[src/design/dsvr_pkg.sv]
package dsvr_pkg;

    localparam int EPOCH_BITS_DEF = 16;
    localparam int TIME_BITS_DEF  = 32;
    localparam int DISP_BITS      = 4;
    localparam int OP_BITS        = 3;
    localparam int TIMEOUT_BITS   = 16;
    localparam int CFG_IDX_BITS   = 2;
    localparam int CFG_DATA_BITS  = 16;

    localparam logic [DISP_BITS-1:0]    MIN_DISP_RST = 4'd1;
    localparam logic [DISP_BITS-1:0]    MAX_DISP_RST = 4'd9;
    localparam logic [TIMEOUT_BITS-1:0] TIMEOUT_RST  = 16'd3000;

    typedef enum logic [2:0] {
        PH_IDLE    = 3'd0,
        PH_WAIT    = 3'd1,
        PH_RESTORE = 3'd2,
        PH_OK      = 3'd3,
        PH_FAIL    = 3'd4
    } t_phase;

    typedef enum logic [OP_BITS-1:0] {
        OP_REQUEST = 3'd0,
        OP_FRAME   = 3'd1,
        OP_FRESH   = 3'd2,
        OP_TICK    = 3'd3,
        OP_CANCEL  = 3'd4
    } t_op;

    typedef enum logic [2:0] {
        OC_SUCCESS     = 3'd0,
        OC_RESTORED    = 3'd1,
        OC_BOTH_FAILED = 3'd2,
        OC_TIMEOUT     = 3'd3,
        OC_CANCELLED   = 3'd4
    } t_outcome;

    typedef enum logic [CFG_IDX_BITS-1:0] {
        CFG_MIN_DISP = 2'd0,
        CFG_MAX_DISP = 2'd1,
        CFG_TIMEOUT  = 2'd2
    } t_cfg_idx;

    // control part of the verifier state
    typedef struct packed {
        t_phase               phase;
        logic [DISP_BITS-1:0] requested;
        logic [DISP_BITS-1:0] previous;
        logic [DISP_BITS-1:0] confirmed;
        logic                 restore_tried;
        logic                 gate_queued;
    } t_ctrl;

    // per-transaction result flags
    typedef struct packed {
        logic                 accepted;
        logic                 send_valid;
        logic [DISP_BITS-1:0] send_display;
        logic                 done;
        t_outcome             outcome;
    } t_flags;

endpackage

[src/design/display_switch_verify_with_rollback_unit.sv]
// an input transaction reaches the master side via the input and result registers
// one transaction per cycle unless stalled; state update is a single registered pass
// stalls on the master side hold the result register and back up into the input register
// reset: synchronous, active low; clears all verifier state, phase idle, gate disarmed,
// and loads the configuration defaults (min display 1, max display 9, timeout 3000 ms)
module display_switch_verify_with_rollback_unit #(
    parameter int EPOCH_BITS = dsvr_pkg::EPOCH_BITS_DEF,
    parameter int TIME_BITS  = dsvr_pkg::TIME_BITS_DEF,
    localparam int IN_RAW    = dsvr_pkg::DISP_BITS + EPOCH_BITS + TIME_BITS + 2,
    localparam int IN_W      = ((IN_RAW + 7) / 8) * 8,
    localparam int OUT_RAW   = 2 * dsvr_pkg::DISP_BITS + dsvr_pkg::DISP_BITS
                               + 2 * EPOCH_BITS + 9,
    localparam int OUT_W     = ((OUT_RAW + 7) / 8) * 8
) (
    input  logic                               i_clk,
    input  logic                               i_rst_n,
    input  logic                               s_axis_tvalid,
    output logic                               s_axis_tready,
    // display, epoch_tag, now_ms, send_ok, enqueue_ok
    input  logic [IN_W-1:0]                    s_axis_tdata,
    // operation
    input  logic [dsvr_pkg::OP_BITS-1:0]       s_axis_tuser,
    output logic                               m_axis_tvalid,
    input  logic                               m_axis_tready,
    // accepted, send_valid, send_display, frame_tag, done_res, outcome,
    // phase_now, pending_display, last_display, current_epoch
    output logic [OUT_W-1:0]                   m_axis_tdata,
    input  logic                               i_cfg_valid,
    output logic                               o_cfg_ready,
    input  logic [dsvr_pkg::CFG_IDX_BITS-1:0]  i_cfg_index,
    input  logic [dsvr_pkg::CFG_DATA_BITS-1:0] i_cfg_data
);
    import dsvr_pkg::*;

    localparam int TAG_LO = DISP_BITS;
    localparam int NOW_LO = TAG_LO + EPOCH_BITS;
    localparam int SOK_B  = NOW_LO + TIME_BITS;
    localparam int EOK_B  = SOK_B + 1;

    logic [DISP_BITS-1:0]    r_min_disp;
    logic [DISP_BITS-1:0]    r_max_disp;
    logic [TIMEOUT_BITS-1:0] r_timeout;

    logic                    r_in_valid;
    logic [OP_BITS-1:0]      r_in_op;
    logic [DISP_BITS-1:0]    r_in_display;
    logic [EPOCH_BITS-1:0]   r_in_tag;
    logic [TIME_BITS-1:0]    r_in_now;
    logic                    r_in_send_ok;
    logic                    r_in_enq_ok;

    t_ctrl                   r_ctrl;
    logic [EPOCH_BITS-1:0]   r_armed_epoch;
    logic [EPOCH_BITS-1:0]   r_epoch_cnt;
    logic [TIME_BITS-1:0]    r_deadline;
    logic [EPOCH_BITS-1:0]   r_gate_epoch;

    logic                    r_out_valid;
    logic [OUT_W-1:0]        r_out_data;

    t_ctrl                   n_ctrl;
    logic [EPOCH_BITS-1:0]   n_armed_epoch;
    logic [EPOCH_BITS-1:0]   n_epoch_cnt;
    logic [TIME_BITS-1:0]    n_deadline;
    logic [EPOCH_BITS-1:0]   n_gate_epoch;
    t_flags                  n_flags;
    logic [EPOCH_BITS-1:0]   n_frame_tag;
    logic [DISP_BITS-1:0]    n_pending;
    logic [OUT_W-1:0]        n_out_data;

    logic                    advance;
    logic                    in_take;

    assign advance       = r_in_valid && (!r_out_valid || m_axis_tready);
    assign s_axis_tready = !r_in_valid || advance;
    assign in_take       = s_axis_tvalid && s_axis_tready;
    assign o_cfg_ready   = 1'b1;
    assign m_axis_tvalid = r_out_valid;
    assign m_axis_tdata  = r_out_data;

    always_ff @(posedge i_clk) begin
        if (!i_rst_n) begin
            r_min_disp <= MIN_DISP_RST;
            r_max_disp <= MAX_DISP_RST;
            r_timeout  <= TIMEOUT_RST;
        end else if (i_cfg_valid) begin
            case (t_cfg_idx'(i_cfg_index))
                CFG_MIN_DISP: r_min_disp <= i_cfg_data[DISP_BITS-1:0];
                CFG_MAX_DISP: r_max_disp <= i_cfg_data[DISP_BITS-1:0];
                CFG_TIMEOUT:  r_timeout  <= i_cfg_data[TIMEOUT_BITS-1:0];
                default:      ;
            endcase
        end
    end

    // input register
    always_ff @(posedge i_clk) begin
        if (!i_rst_n) begin
            r_in_valid <= 1'b0;
        end else if (s_axis_tready) begin
            r_in_valid <= s_axis_tvalid;
        end
    end

    always_ff @(posedge i_clk) begin
        if (in_take) begin
            r_in_op      <= s_axis_tuser;
            r_in_display <= s_axis_tdata[DISP_BITS-1:0];
            r_in_tag     <= s_axis_tdata[NOW_LO-1:TAG_LO];
            r_in_now     <= s_axis_tdata[SOK_B-1:NOW_LO];
            r_in_send_ok <= s_axis_tdata[SOK_B];
            r_in_enq_ok  <= s_axis_tdata[EOK_B];
        end
    end

    dsvr_step #(
        .EPOCH_BITS (EPOCH_BITS),
        .TIME_BITS  (TIME_BITS)
    ) u_step (
        .i_op          (r_in_op),
        .i_display     (r_in_display),
        .i_epoch_tag   (r_in_tag),
        .i_now_ms      (r_in_now),
        .i_send_ok     (r_in_send_ok),
        .i_enqueue_ok  (r_in_enq_ok),
        .i_min_disp    (r_min_disp),
        .i_max_disp    (r_max_disp),
        .i_timeout     (r_timeout),
        .i_ctrl        (r_ctrl),
        .i_armed_epoch (r_armed_epoch),
        .i_epoch_cnt   (r_epoch_cnt),
        .i_deadline    (r_deadline),
        .i_gate_epoch  (r_gate_epoch),
        .o_ctrl        (n_ctrl),
        .o_armed_epoch (n_armed_epoch),
        .o_epoch_cnt   (n_epoch_cnt),
        .o_deadline    (n_deadline),
        .o_gate_epoch  (n_gate_epoch),
        .o_flags       (n_flags),
        .o_frame_tag   (n_frame_tag),
        .o_pending     (n_pending)
    );

    assign n_out_data = OUT_W'({n_armed_epoch,
                                n_ctrl.confirmed, n_pending, n_ctrl.phase,
                                n_flags.outcome, n_flags.done, n_frame_tag,
                                n_flags.send_display, n_flags.send_valid,
                                n_flags.accepted});

    // verifier state advances once per transaction
    always_ff @(posedge i_clk) begin
        if (!i_rst_n) begin
            r_ctrl        <= '{phase: PH_IDLE, default: '0};
            r_armed_epoch <= '0;
            r_epoch_cnt   <= '0;
            r_deadline    <= '0;
            r_gate_epoch  <= '0;
        end else if (advance) begin
            r_ctrl        <= n_ctrl;
            r_armed_epoch <= n_armed_epoch;
            r_epoch_cnt   <= n_epoch_cnt;
            r_deadline    <= n_deadline;
            r_gate_epoch  <= n_gate_epoch;
        end
    end

    // result register
    always_ff @(posedge i_clk) begin
        if (!i_rst_n) begin
            r_out_valid <= 1'b0;
        end else if (advance) begin
            r_out_valid <= 1'b1;
        end else if (m_axis_tready) begin
            r_out_valid <= 1'b0;
        end
    end

    always_ff @(posedge i_clk) begin
        if (advance) begin
            r_out_data <= n_out_data;
        end
    end

endmodule

[src/design/dsvr_step.sv]
module dsvr_step #(
    parameter int EPOCH_BITS = dsvr_pkg::EPOCH_BITS_DEF,
    parameter int TIME_BITS  = dsvr_pkg::TIME_BITS_DEF
) (
    input  logic [dsvr_pkg::OP_BITS-1:0]      i_op,
    input  logic [dsvr_pkg::DISP_BITS-1:0]    i_display,
    input  logic [EPOCH_BITS-1:0]             i_epoch_tag,
    input  logic [TIME_BITS-1:0]              i_now_ms,
    input  logic                              i_send_ok,
    input  logic                              i_enqueue_ok,
    input  logic [dsvr_pkg::DISP_BITS-1:0]    i_min_disp,
    input  logic [dsvr_pkg::DISP_BITS-1:0]    i_max_disp,
    input  logic [dsvr_pkg::TIMEOUT_BITS-1:0] i_timeout,
    input  dsvr_pkg::t_ctrl                   i_ctrl,
    input  logic [EPOCH_BITS-1:0]             i_armed_epoch,
    input  logic [EPOCH_BITS-1:0]             i_epoch_cnt,
    input  logic [TIME_BITS-1:0]              i_deadline,
    input  logic [EPOCH_BITS-1:0]             i_gate_epoch,
    output dsvr_pkg::t_ctrl                   o_ctrl,
    output logic [EPOCH_BITS-1:0]             o_armed_epoch,
    output logic [EPOCH_BITS-1:0]             o_epoch_cnt,
    output logic [TIME_BITS-1:0]              o_deadline,
    output logic [EPOCH_BITS-1:0]             o_gate_epoch,
    output dsvr_pkg::t_flags                  o_flags,
    output logic [EPOCH_BITS-1:0]             o_frame_tag,
    output logic [dsvr_pkg::DISP_BITS-1:0]    o_pending
);
    import dsvr_pkg::*;

    logic                  active;
    logic [EPOCH_BITS-1:0] ep_inc;
    logic [EPOCH_BITS-1:0] ep_fresh;
    logic [TIME_BITS-1:0]  dl_sum;

    logic req_go, req_arm, req_fail;
    logic frm_go, frm_q;
    logic frs_go, frs_ok;
    logic tk_go, tk_try, tk_rearm, tk_rfail, tk_tmo, tk_restfail;
    logic cn_go;
    logic fin;

    assign active   = (i_ctrl.phase == PH_WAIT) || (i_ctrl.phase == PH_RESTORE);
    assign ep_inc   = i_epoch_cnt + EPOCH_BITS'(1);
    // the epoch counter skips zero on wrap
    assign ep_fresh = (ep_inc == '0) ? EPOCH_BITS'(1) : ep_inc;
    assign dl_sum   = i_now_ms + TIME_BITS'(i_timeout);

    // event decode
    always_comb begin
        req_go      = 1'b0;
        frm_go      = 1'b0;
        frs_go      = 1'b0;
        tk_go       = 1'b0;
        cn_go       = 1'b0;
        case (t_op'(i_op))
            OP_REQUEST: req_go = (i_display >= i_min_disp) && (i_display <= i_max_disp)
                                 && !active;
            OP_FRAME:   frm_go = (i_gate_epoch != '0) && !i_ctrl.gate_queued;
            OP_FRESH:   frs_go = active && (i_epoch_tag != '0)
                                 && (i_epoch_tag == i_armed_epoch)
                                 && (i_gate_epoch == i_epoch_tag) && i_ctrl.gate_queued;
            OP_TICK:    tk_go  = active && (i_now_ms >= i_deadline);
            OP_CANCEL:  cn_go  = active;
            default:    ;
        endcase
        req_arm     = req_go && i_send_ok;
        req_fail    = req_go && !i_send_ok;
        frm_q       = frm_go && i_enqueue_ok;
        frs_ok      = frs_go && (i_ctrl.phase == PH_WAIT);
        tk_try      = tk_go && (i_ctrl.phase == PH_WAIT) && !i_ctrl.restore_tried
                      && (i_ctrl.previous != '0) && (i_ctrl.previous != i_ctrl.requested);
        tk_rearm    = tk_try && i_send_ok;
        tk_rfail    = tk_try && !i_send_ok;
        tk_tmo      = tk_go && (i_ctrl.phase == PH_WAIT) && !tk_try;
        tk_restfail = tk_go && (i_ctrl.phase == PH_RESTORE);
        fin         = frs_go || tk_rfail || tk_tmo || tk_restfail || cn_go;
    end

    // next state
    always_comb begin
        o_ctrl        = i_ctrl;
        o_armed_epoch = i_armed_epoch;
        o_epoch_cnt   = i_epoch_cnt;
        o_deadline    = i_deadline;
        o_gate_epoch  = i_gate_epoch;
        if (req_go) begin
            o_ctrl.requested     = i_display;
            o_ctrl.previous      = i_ctrl.confirmed;
            o_ctrl.restore_tried = 1'b0;
        end
        if (tk_rearm) begin
            o_ctrl.restore_tried = 1'b1;
        end
        if (req_arm || tk_rearm) begin
            o_epoch_cnt        = ep_fresh;
            o_armed_epoch      = ep_fresh;
            o_gate_epoch       = ep_fresh;
            o_deadline         = dl_sum;
            o_ctrl.gate_queued = 1'b0;
            o_ctrl.phase       = req_arm ? PH_WAIT : PH_RESTORE;
        end
        if (req_fail) begin
            o_gate_epoch       = '0;
            o_ctrl.gate_queued = 1'b0;
            o_ctrl.requested   = '0;
            o_ctrl.previous    = '0;
            o_deadline         = '0;
            o_armed_epoch      = '0;
            o_ctrl.phase       = PH_FAIL;
        end
        if (frm_go) begin
            o_ctrl.gate_queued = i_enqueue_ok;
        end
        if (fin) begin
            if (frs_ok) begin
                o_ctrl.confirmed = i_ctrl.requested;
            end
            o_gate_epoch         = '0;
            o_ctrl.gate_queued   = 1'b0;
            o_ctrl.phase         = frs_ok ? PH_OK : PH_FAIL;
            o_deadline           = '0;
            o_ctrl.requested     = '0;
            o_ctrl.previous      = '0;
            o_ctrl.restore_tried = 1'b0;
            o_armed_epoch        = '0;
        end
    end

    // result fields
    always_comb begin
        o_flags.accepted     = req_arm || frm_q || frs_go || tk_go || cn_go;
        o_flags.send_valid   = req_go || tk_try;
        o_flags.send_display = req_go ? i_display :
                               (tk_try ? i_ctrl.previous : '0);
        o_flags.done         = fin;
        if (frs_ok) begin
            o_flags.outcome = OC_SUCCESS;
        end else if (frs_go) begin
            o_flags.outcome = OC_RESTORED;
        end else if (tk_rfail || tk_restfail) begin
            o_flags.outcome = OC_BOTH_FAILED;
        end else if (tk_tmo) begin
            o_flags.outcome = OC_TIMEOUT;
        end else if (cn_go) begin
            o_flags.outcome = OC_CANCELLED;
        end else begin
            o_flags.outcome = OC_SUCCESS;
        end
        o_frame_tag = frm_go ? i_gate_epoch : '0;
        case (o_ctrl.phase)
            PH_RESTORE: o_pending = o_ctrl.previous;
            PH_WAIT:    o_pending = o_ctrl.requested;
            default:    o_pending = '0;
        endcase
    end

endmodule

[config.mk]
export PLATFORM = sky130hd
export DESIGN_NAME = display_switch_verify_with_rollback_unit
export DESIGN_NICKNAME = d
export VERILOG_FILES = /design/src/design/dsvr_pkg.sv /design/src/design/display_switch_verify_with_rollback_unit.sv /design/src/design/dsvr_step.sv
export SDC_FILE = /design/constraint.sdc
export NUM_CORES = 1
export LEC_CHECK = 0
export ABC_CLOCK_PERIOD_IN_PS = 3360
export BUFFER_PORTS_ARGS = -buffer_cell sky130_fd_sc_hd__buf_2
export CORE_UTILIZATION = 35
export CTS_BUF_LIST = sky130_fd_sc_hd__clkbuf_8
export DETAILED_ROUTE_END_ITERATION = 8
export GPL_TIMING_DRIVEN = 1
export SLEW_MARGIN = 20
export SYNTH_ARGS = -nofsm -noshare
export SYNTH_HDL_FRONTEND = slang
export SYNTH_HIERARCHICAL = 1
export SYNTH_SLANG_ARGS = --single-unit
export TNS_END_PERCENT = 1
[constraint.sdc]
create_clock -name i_clk -period 3.36 [get_ports i_clk]
set_input_delay 0.672 -clock i_clk [delete_from_list [all_inputs] [get_ports i_clk]]
set_output_delay 0.672 -clock i_clk [all_outputs]
set_load 0.1 [all_outputs]
=== Word level (Yosys, flattened, before mapping) ===
Cells that the tools add are included.

* Flip-flop bits (word level): 233
* Bits of input ports: 82
* Output and inout bits: 59
* Word-level logic and storage cells: 142

* Add/subtract/negate cells: 2
* $lt $le $gt $ge: 3
* Equality and inequality tests: 13
* Muxes and demuxes: 36
* Reductions and logical operators: 62

{| class="wikitable"
|+ Operators by type and width
! kind !! number
|-
| $mux 16 || 7
|-
| $mux 32 || 3
|-
| $add 32x16->32 || 1
|-
| $eq 16x16->1 || 2
|-
| $ge 32x32->1 || 1
|-
| $reduce_bool 16->1 || 2
|-
| $logic_and 1x1->1 || 22
|-
| $mux 17 || 1
|-
| $add 16x1->16 const B || 1
|-
| $logic_not 16->1 || 1
|-
| $logic_or 1x1->1 || 14
|-
| $reduce_and 2->1 || 7
|-
| $mux 1 || 13
|-
| $eq 3x2->1 const B || 4
|-
| $mux 4 || 3
|-
| $mux 11 || 1
|-
| $eq 3x1->1 const B || 3
|-
| $mux 3 || 3
|-
| $mux 8 || 1
|-
| $pmux 4 s2 || 1
|-
| $reduce_bool 4->1 || 2
|-
| $logic_not 1->1 || 7
|-
| $mux 2 || 3
|-
| $reduce_bool 3->1 || 2
|-
| 11 further kinds || 11
|}

=== Logic depth before layout (Yosys ltp) ===
* Depth after elaboration: 16
* Mapped depth: 14
* Gate-level depth less buffers: 13

=== Modules after synthesis ===
The synthesis kept the hierarchy.

{| class="wikitable"
|+ Modules (own cells, without submodules)
! module !! times used !! cells each !! area each (µm²) !! seq. area each (µm²)
|-
| display_switch_verify_with_rollback_unit || 1 || 647 || 8119.0 || 5765.5
|-
| dsvr_step || 1 || 693 || 4499.3 || 0.0
|}

=== Least setup slack after synthesis ===
Ideal clock, no wire load.

* Path type: register -> register
* Start: register r_out_valid (netlist: m_axis_tvalid)
* End: register r_in_display[0], enable pin
* Setup time: 420 ps
* Arrival: 3051 ps
* Data required time: 2940 ps
* Setup slack: -111 ps
* Cell stages (with the launch flop): 4
* Path buffers: 0
* Period minus slack after synthesis: 3471 ps
* Path through: dfxtp_1 nor2b_4 nand2_1 and2_1

* Longest elaborated chain between the ends: 5

{| class="wikitable"
|+ Ends and longest elaborated chain
! item !! line !! source
|-
| from (decl) || display_switch_verify_with_rollback_unit.sv:58 || <nowiki>logic r_out_valid;</nowiki>
|-
| from (signal assigned) || display_switch_verify_with_rollback_unit.sv:170 || <nowiki>r_out_valid <= 1'b0;</nowiki>
|-
| from (signal assigned) || display_switch_verify_with_rollback_unit.sv:172 || <nowiki>r_out_valid <= 1'b1;</nowiki>
|-
| from (signal assigned) || display_switch_verify_with_rollback_unit.sv:174 || <nowiki>r_out_valid <= 1'b0;</nowiki>
|-
| $logic_not 1->1 || display_switch_verify_with_rollback_unit.sv:74 || <nowiki>assign advance = r_in_valid && (!r_out_valid || m_axis_tready);</nowiki>
|-
| $logic_or 1x1->1 || display_switch_verify_with_rollback_unit.sv:74 ||
|-
| $logic_and 1x1->1 || display_switch_verify_with_rollback_unit.sv:74 ||
|-
| $logic_or 1x1->1 || display_switch_verify_with_rollback_unit.sv:75 || <nowiki>assign s_axis_tready = !r_in_valid || advance;</nowiki>
|-
| named net s_axis_tready || display_switch_verify_with_rollback_unit.sv:18 || <nowiki>output logic s_axis_tready,</nowiki>
|-
| $logic_and 1x1->1 || display_switch_verify_with_rollback_unit.sv:76 || <nowiki>assign in_take = s_axis_tvalid && s_axis_tready;</nowiki>
|-
| named net in_take || display_switch_verify_with_rollback_unit.sv:72 || <nowiki>logic in_take;</nowiki>
|-
| to (signal assigned) || display_switch_verify_with_rollback_unit.sv:108 || <nowiki>r_in_display <= s_axis_tdata[DISP_BITS-1:0];</nowiki>
|-
| to (decl) || display_switch_verify_with_rollback_unit.sv:46 || <nowiki>logic [DISP_BITS-1:0] r_in_display;</nowiki>
|}

The timed path passes the listed nets, and every way through them passes these cells.
A chain may end at the register's enable or synchronous reset.

=== Final worst setup path ===
* Start: register r_in_now[10]
* End: register r_gate_epoch[13]

* Elaborated cells on any way between the ends: 20
* Classes of those cells: order compare: 1; mux: 2; reduce/logical: 17

{| class="wikitable"
|+ RTL lines
! item !! line !! source
|-
| from (decl) || display_switch_verify_with_rollback_unit.sv:48 || <nowiki>logic [TIME_BITS-1:0] r_in_now;</nowiki>
|-
| from (signal assigned) || display_switch_verify_with_rollback_unit.sv:110 || <nowiki>r_in_now <= s_axis_tdata[SOK_B-1:NOW_LO];</nowiki>
|-
| $ge 32x32->1 (*) || dsvr_step.sv:62 || <nowiki>OP_TICK: tk_go = active && (i_now_ms >= i_deadline);</nowiki>
|-
| $logic_and 1x1->1 (*) || dsvr_step.sv:62 ||
|-
| $mux 1 (*) || dsvr_step.sv:55 || <nowiki>case (t_op'(i_op))</nowiki>
|-
| $logic_and 1x1->1 || dsvr_step.sv:70, dsvr_step.sv:74 ||
|-
| $logic_and 1x1->1 || dsvr_step.sv:70 || <nowiki>tk_try = tk_go && (i_ctrl.phase == PH_WAIT) && !i_ctrl.restore_tried</nowiki>
|-
| $logic_and 1x1->1 (2 in a row) || dsvr_step.sv:71 || <nowiki>&& (i_ctrl.previous != '0) && (i_ctrl.previous != i_ctrl.requested);</nowiki>
|-
| $logic_and 1x1->1 or $logic_not 1->1 (tied branches) || dsvr_step.sv:73, dsvr_step.sv:74 ||
|-
| $logic_or 1x1->1 or $logic_and 1x1->1 (tied branches) || dsvr_step.sv:76, dsvr_step.sv:74 ||
|-
| $logic_or 1x1->1 || dsvr_step.sv:76 || <nowiki>fin = frs_go || tk_rfail || tk_tmo || tk_restfail || cn_go;</nowiki>
|-
| $logic_or 1x1->1 (*) (2 in a row) || dsvr_step.sv:76 ||
|-
| $mux 16 (*) || dsvr_step.sv:114 || <nowiki>if (fin) begin</nowiki>
|-
| named net n_gate_epoch[13] || display_switch_verify_with_rollback_unit.sv:65 || <nowiki>logic [EPOCH_BITS-1:0] n_gate_epoch;</nowiki>
|-
| to (signal assigned) || display_switch_verify_with_rollback_unit.sv:163 || <nowiki>r_gate_epoch <= n_gate_epoch;</nowiki>
|-
| to (decl) || display_switch_verify_with_rollback_unit.sv:56 || <nowiki>logic [EPOCH_BITS-1:0] r_gate_epoch;</nowiki>
|}

Mark *: on every way through the listed nets, which the timed path passes. The rest lies on a longest branch.

==> reports/results.tsv <==
stage	metric	value	unit
cts	cts_tree	built	
cts	insertion_delay	0.61	ns
floorplan	coreArea	0.03548	mm2
cts	clock_path_buffers	3	
run_status	status	finished, final reports clean	
floorplan	die_w	191.9	um
setup_path	r2r_cells	14	
floorplan	die_area	0.03682	mm2
power_and_ir_drop	p_seq_share	48.9	%
final_layout	final_cell_area	0.01517	mm2
final_layout	synthToLayoutAreaGrowth	20.22	%
power_and_ir_drop	p_int	4.573	mW
sta	maxSlewViolCount	0	
sta	max-slew-margin-rel	43.20	%
yosys	yosys.area.top_type	edfxtp_1	
global_routing	grt_max_degree	93	
yosys	synth_seq_cells	233	
power_and_ir_drop	p_clk_share	38.2	%
min_path	whs_path_depth	1	
yosys	synth.most_common_cell	nand2_1	
floorplan	rows	69	
routing	drtPass1Iterations	5	
setup_path	required	3.89	ns
setup_path	r2r-end	r_gate_epoch[13]	
routing	drt-initial-drc-count	490	
power_and_ir_drop	powerDensity	420.2	mW/mm2
yosys	synthCells	1340	
place	dpl_cell_area	0.01416	mm2
global_routing	grt_pass1_wl	48410	um
final_layout	num_antenna_cells	0	
setup_path	critPathArrivalTime	3.83	ns
routing	dr_total_vias	10104	
final_layout	drive_gt1_share	20.76	%
min_path	worstHoldStart	s_axis_tdata[11]	
routing	drc	0	
power_and_ir_drop	power.switching	1.802	mW
sta	grt_setup_unrepaired	true	
yosys	yosysUniqueCellTypes	71	
yosys	seq_area_frac_synth	45.69	%
routing	wire_per_inst	15.12	um
sta	setup_violations	0	
power_and_ir_drop	power_frac_comb	12.9	%
min_path	hold_path_end	r_in_tag[7]	
setup_path	reg2reg_slack	0.06	ns
routing	wirelength	30430	um
sta	fin_worst_skew	0.03861	ns
routing	ant_nets	0	
yosys	syn_avg_cell_area	9.417	um2
yosys	synth_edf_count	110	
run	drv_cap	0	
yosys	synth_top_area_share	26.18	%
cts	clkTransAtPathRegs	0.06	ns
global_routing	grt_pass1_vias	9404	
global_routing	antenna_found_initial	0	
final_layout	nets	1658	
setup_path	rr_startpoint	r_in_now[10]	
sta	tightest_slew	0.8502	ns
sta	finalHoldViolCount	0	
cts	cts_root_buf	clkbuf_8	
place	dp_slack	-0.09135	ns
setup_path	cp_max_fo	22	
cts	cts_max_level	2	
power_and_ir_drop	ir_drop	0.0003610	V
floorplan	die_h	191.9	um
sta	min_period	3.304	ns
floorplan	floorplan.initialDensity	35.56	%
setup_path	end_kind	flop	
sta	timing.fmax	0.3026	GHz
power_and_ir_drop	p_total	6.375	mW
place	place_congestion	0.8478	
yosys	synth_flop_cell	dfxtp_1	
cts	cts_buffers	42	
place	hpwlAfterDp	21350	um
place	io_buffers	134	
setup_path	critPathKind	flop to flop	
min_path	hold_path_class	input pin to flop	
yosys	synth.area.top_cells	edfxtp_1, dfxtp_1, nand2_1	
yosys	netlist_area	0.01262	mm2
setup_path	cp-start-kind	flop	
yosys	ys_async_sr_fraction	0	%
floorplan	ios	141	
yosys	yosysWarnings	6	
sta	fin_crit_sh	98.34	%
global_routing	grt.overflow.total	0	
routing	via_per_inst	5.022	
power_and_ir_drop	p_leak	5.730	nW
global_routing	grt_usage	16.59	%
cts	cts_hold_buf	0	
power_and_ir_drop	swShare	28.26	%
yosys	synth_common_cells	nand2_1, dfxtp_1, edfxtp_1, mux2i_1, nand3_1	
sta	fin_ws	0.05568	ns
cts	cts_num_sinks	233	
[layout make-up]
type / count / area, um2
well taps: 461 / 576.8
flip-flops and latches: 233 / 5766
repair buffers: 211 / 1436
clock buffers: 45 / 619.3
inverters: 51 / 191.4
fillers: 3426 / 20310
clock inverters: 32 / 136.4
multi-input cells: 979 / 6444
[how the worst max path moves through the flow]
| stage | start | slack, ns | end | cells after the start |
|---|---|---|---|---|
| 2_1_floorplan | r_in_now[0] | 0.37 | r_deadline[30] | 13 |
| 3_3_place_gp | r_in_now[30] | -0.06 | m_axis_tdata[37] | 12 |
| 3_5_place_dp | r_in_now[1] | -0.09 | r_deadline[27] | 13 |
| 4_1_cts | r_in_now[1] | 0.0009 | r_deadline[30] | 14 |
| 5_1_grt | r_in_now[11] | -0.18 | r_deadline[3] | 14 |
| 6_report | r_in_now[10] | 0.06 | r_gate_epoch[13] | 14 |
[power by group through the flow]
stage	clock network (mW)	logic [mW]	registers, mW
after floorplan	0	0.408	3.34
after global placement	0	0.795	3.18
final	2.43	0.821	3.12
after global routing	2.66	0.889	3.13
after detailed placement	0	0.804	3.18
after CTS	2.52	0.815	3.12
[cell families (layout without fill, tap and decap cells)]
group	Yosys count	after routing	share of synthesized area, %
buf+inv	130	339	4.938
fa+ha+maj	58	58	5.811
other cells	2	4	0.05952
simple gates	565	565	20.69
flops	233	233	45.69
compound gates	191	191	10.54
mux	105	105	8.379
xor+xnor	56	56	3.887
[cells in the final DEF (no fill, tap or decap), drive strengths merged, types with 17 or more instances in the layout]
| cell | instances |
|---|---|
| a211oi | 25 |
| a21oi | 52 |
| and2 | 21 |
| and3 | 17 |
| buf | 210 |
| clkbuf | 45 |
| dfxtp | 123 |
| edfxtp | 110 |
| ha | 57 |
| inv | 67 |
| mux2i | 100 |
| nand2 | 293 |
| nand3 | 61 |
| nor2 | 61 |
| nor3 | 27 |
| o21ai | 28 |
| xnor2 | 47 |
[per-layer routing]
| metal | global-route usage [%] | vias to the layer above | part of all wire [%] |
|---|---|---|---|
| met5 | 0 | - | 0 |
| met3 | 2.887 | 58 | 5.6 |
| li1 | - | 5077 | - |
| met2 | 26.46 | 253 | 45 |
| met1 | 22.33 | 4716 | 47 |
| met4 | 6.105 | 0 | 2.5 |
[flip-flops by register name, indices dropped and copies added, names as in the netlist, 3 cells and up]
name	cells
m_axis_tdata	53
r_deadline	32
r_in_now	32
r_ctrl	17
r_armed_epoch	16
r_epoch_cnt	16
r_gate_epoch	16
r_in_tag	16
r_timeout	16
r_in_display	4
r_max_disp	4
r_min_disp	4
r_in_op	3
[worst max-delay path, cell delays in order (launching register included)]
cell and delay (ns):
edfxtp_1 0.43, ha_1 0.34, nand4_1 0.17, or4_4 0.56
o22ai_2 0.20, o41ai_4 0.12, buf_4 0.16, a211oi_4 0.24
o21a_4 0.22, buf_12 0.18, buf_6 0.15, nor2_1 0.05
a211oi_2 0.19, nand2_1 0.07, mux2i_1 0.15
[timing repair]
item,CTS,global route
setup endpoints to repair,58,94
buffers inserted,1,0
cloned,1,0
hold endpoints to repair,0,0
gates resized for setup,12,28
pin swaps,6,8
[through the flow]
stage | setup TNS, ns | utilization [%] | cells | hold slack, ns
detailed placement | -1.722 | 39.92 | 1933 | 0.4507
global route | -6.107 | 42.75 | 2012 | 0.2085
global placement | -0.3707 | 39.92 | 1933 | 0.4436
finish | 0 | 42.75 | 2012 | 0.2407
floorplan | 0 | - | 1342 | 0.4332
CTS | 0 | 42.36 | 2012 | 0.1978
Power figures use the tool's default switching activity.
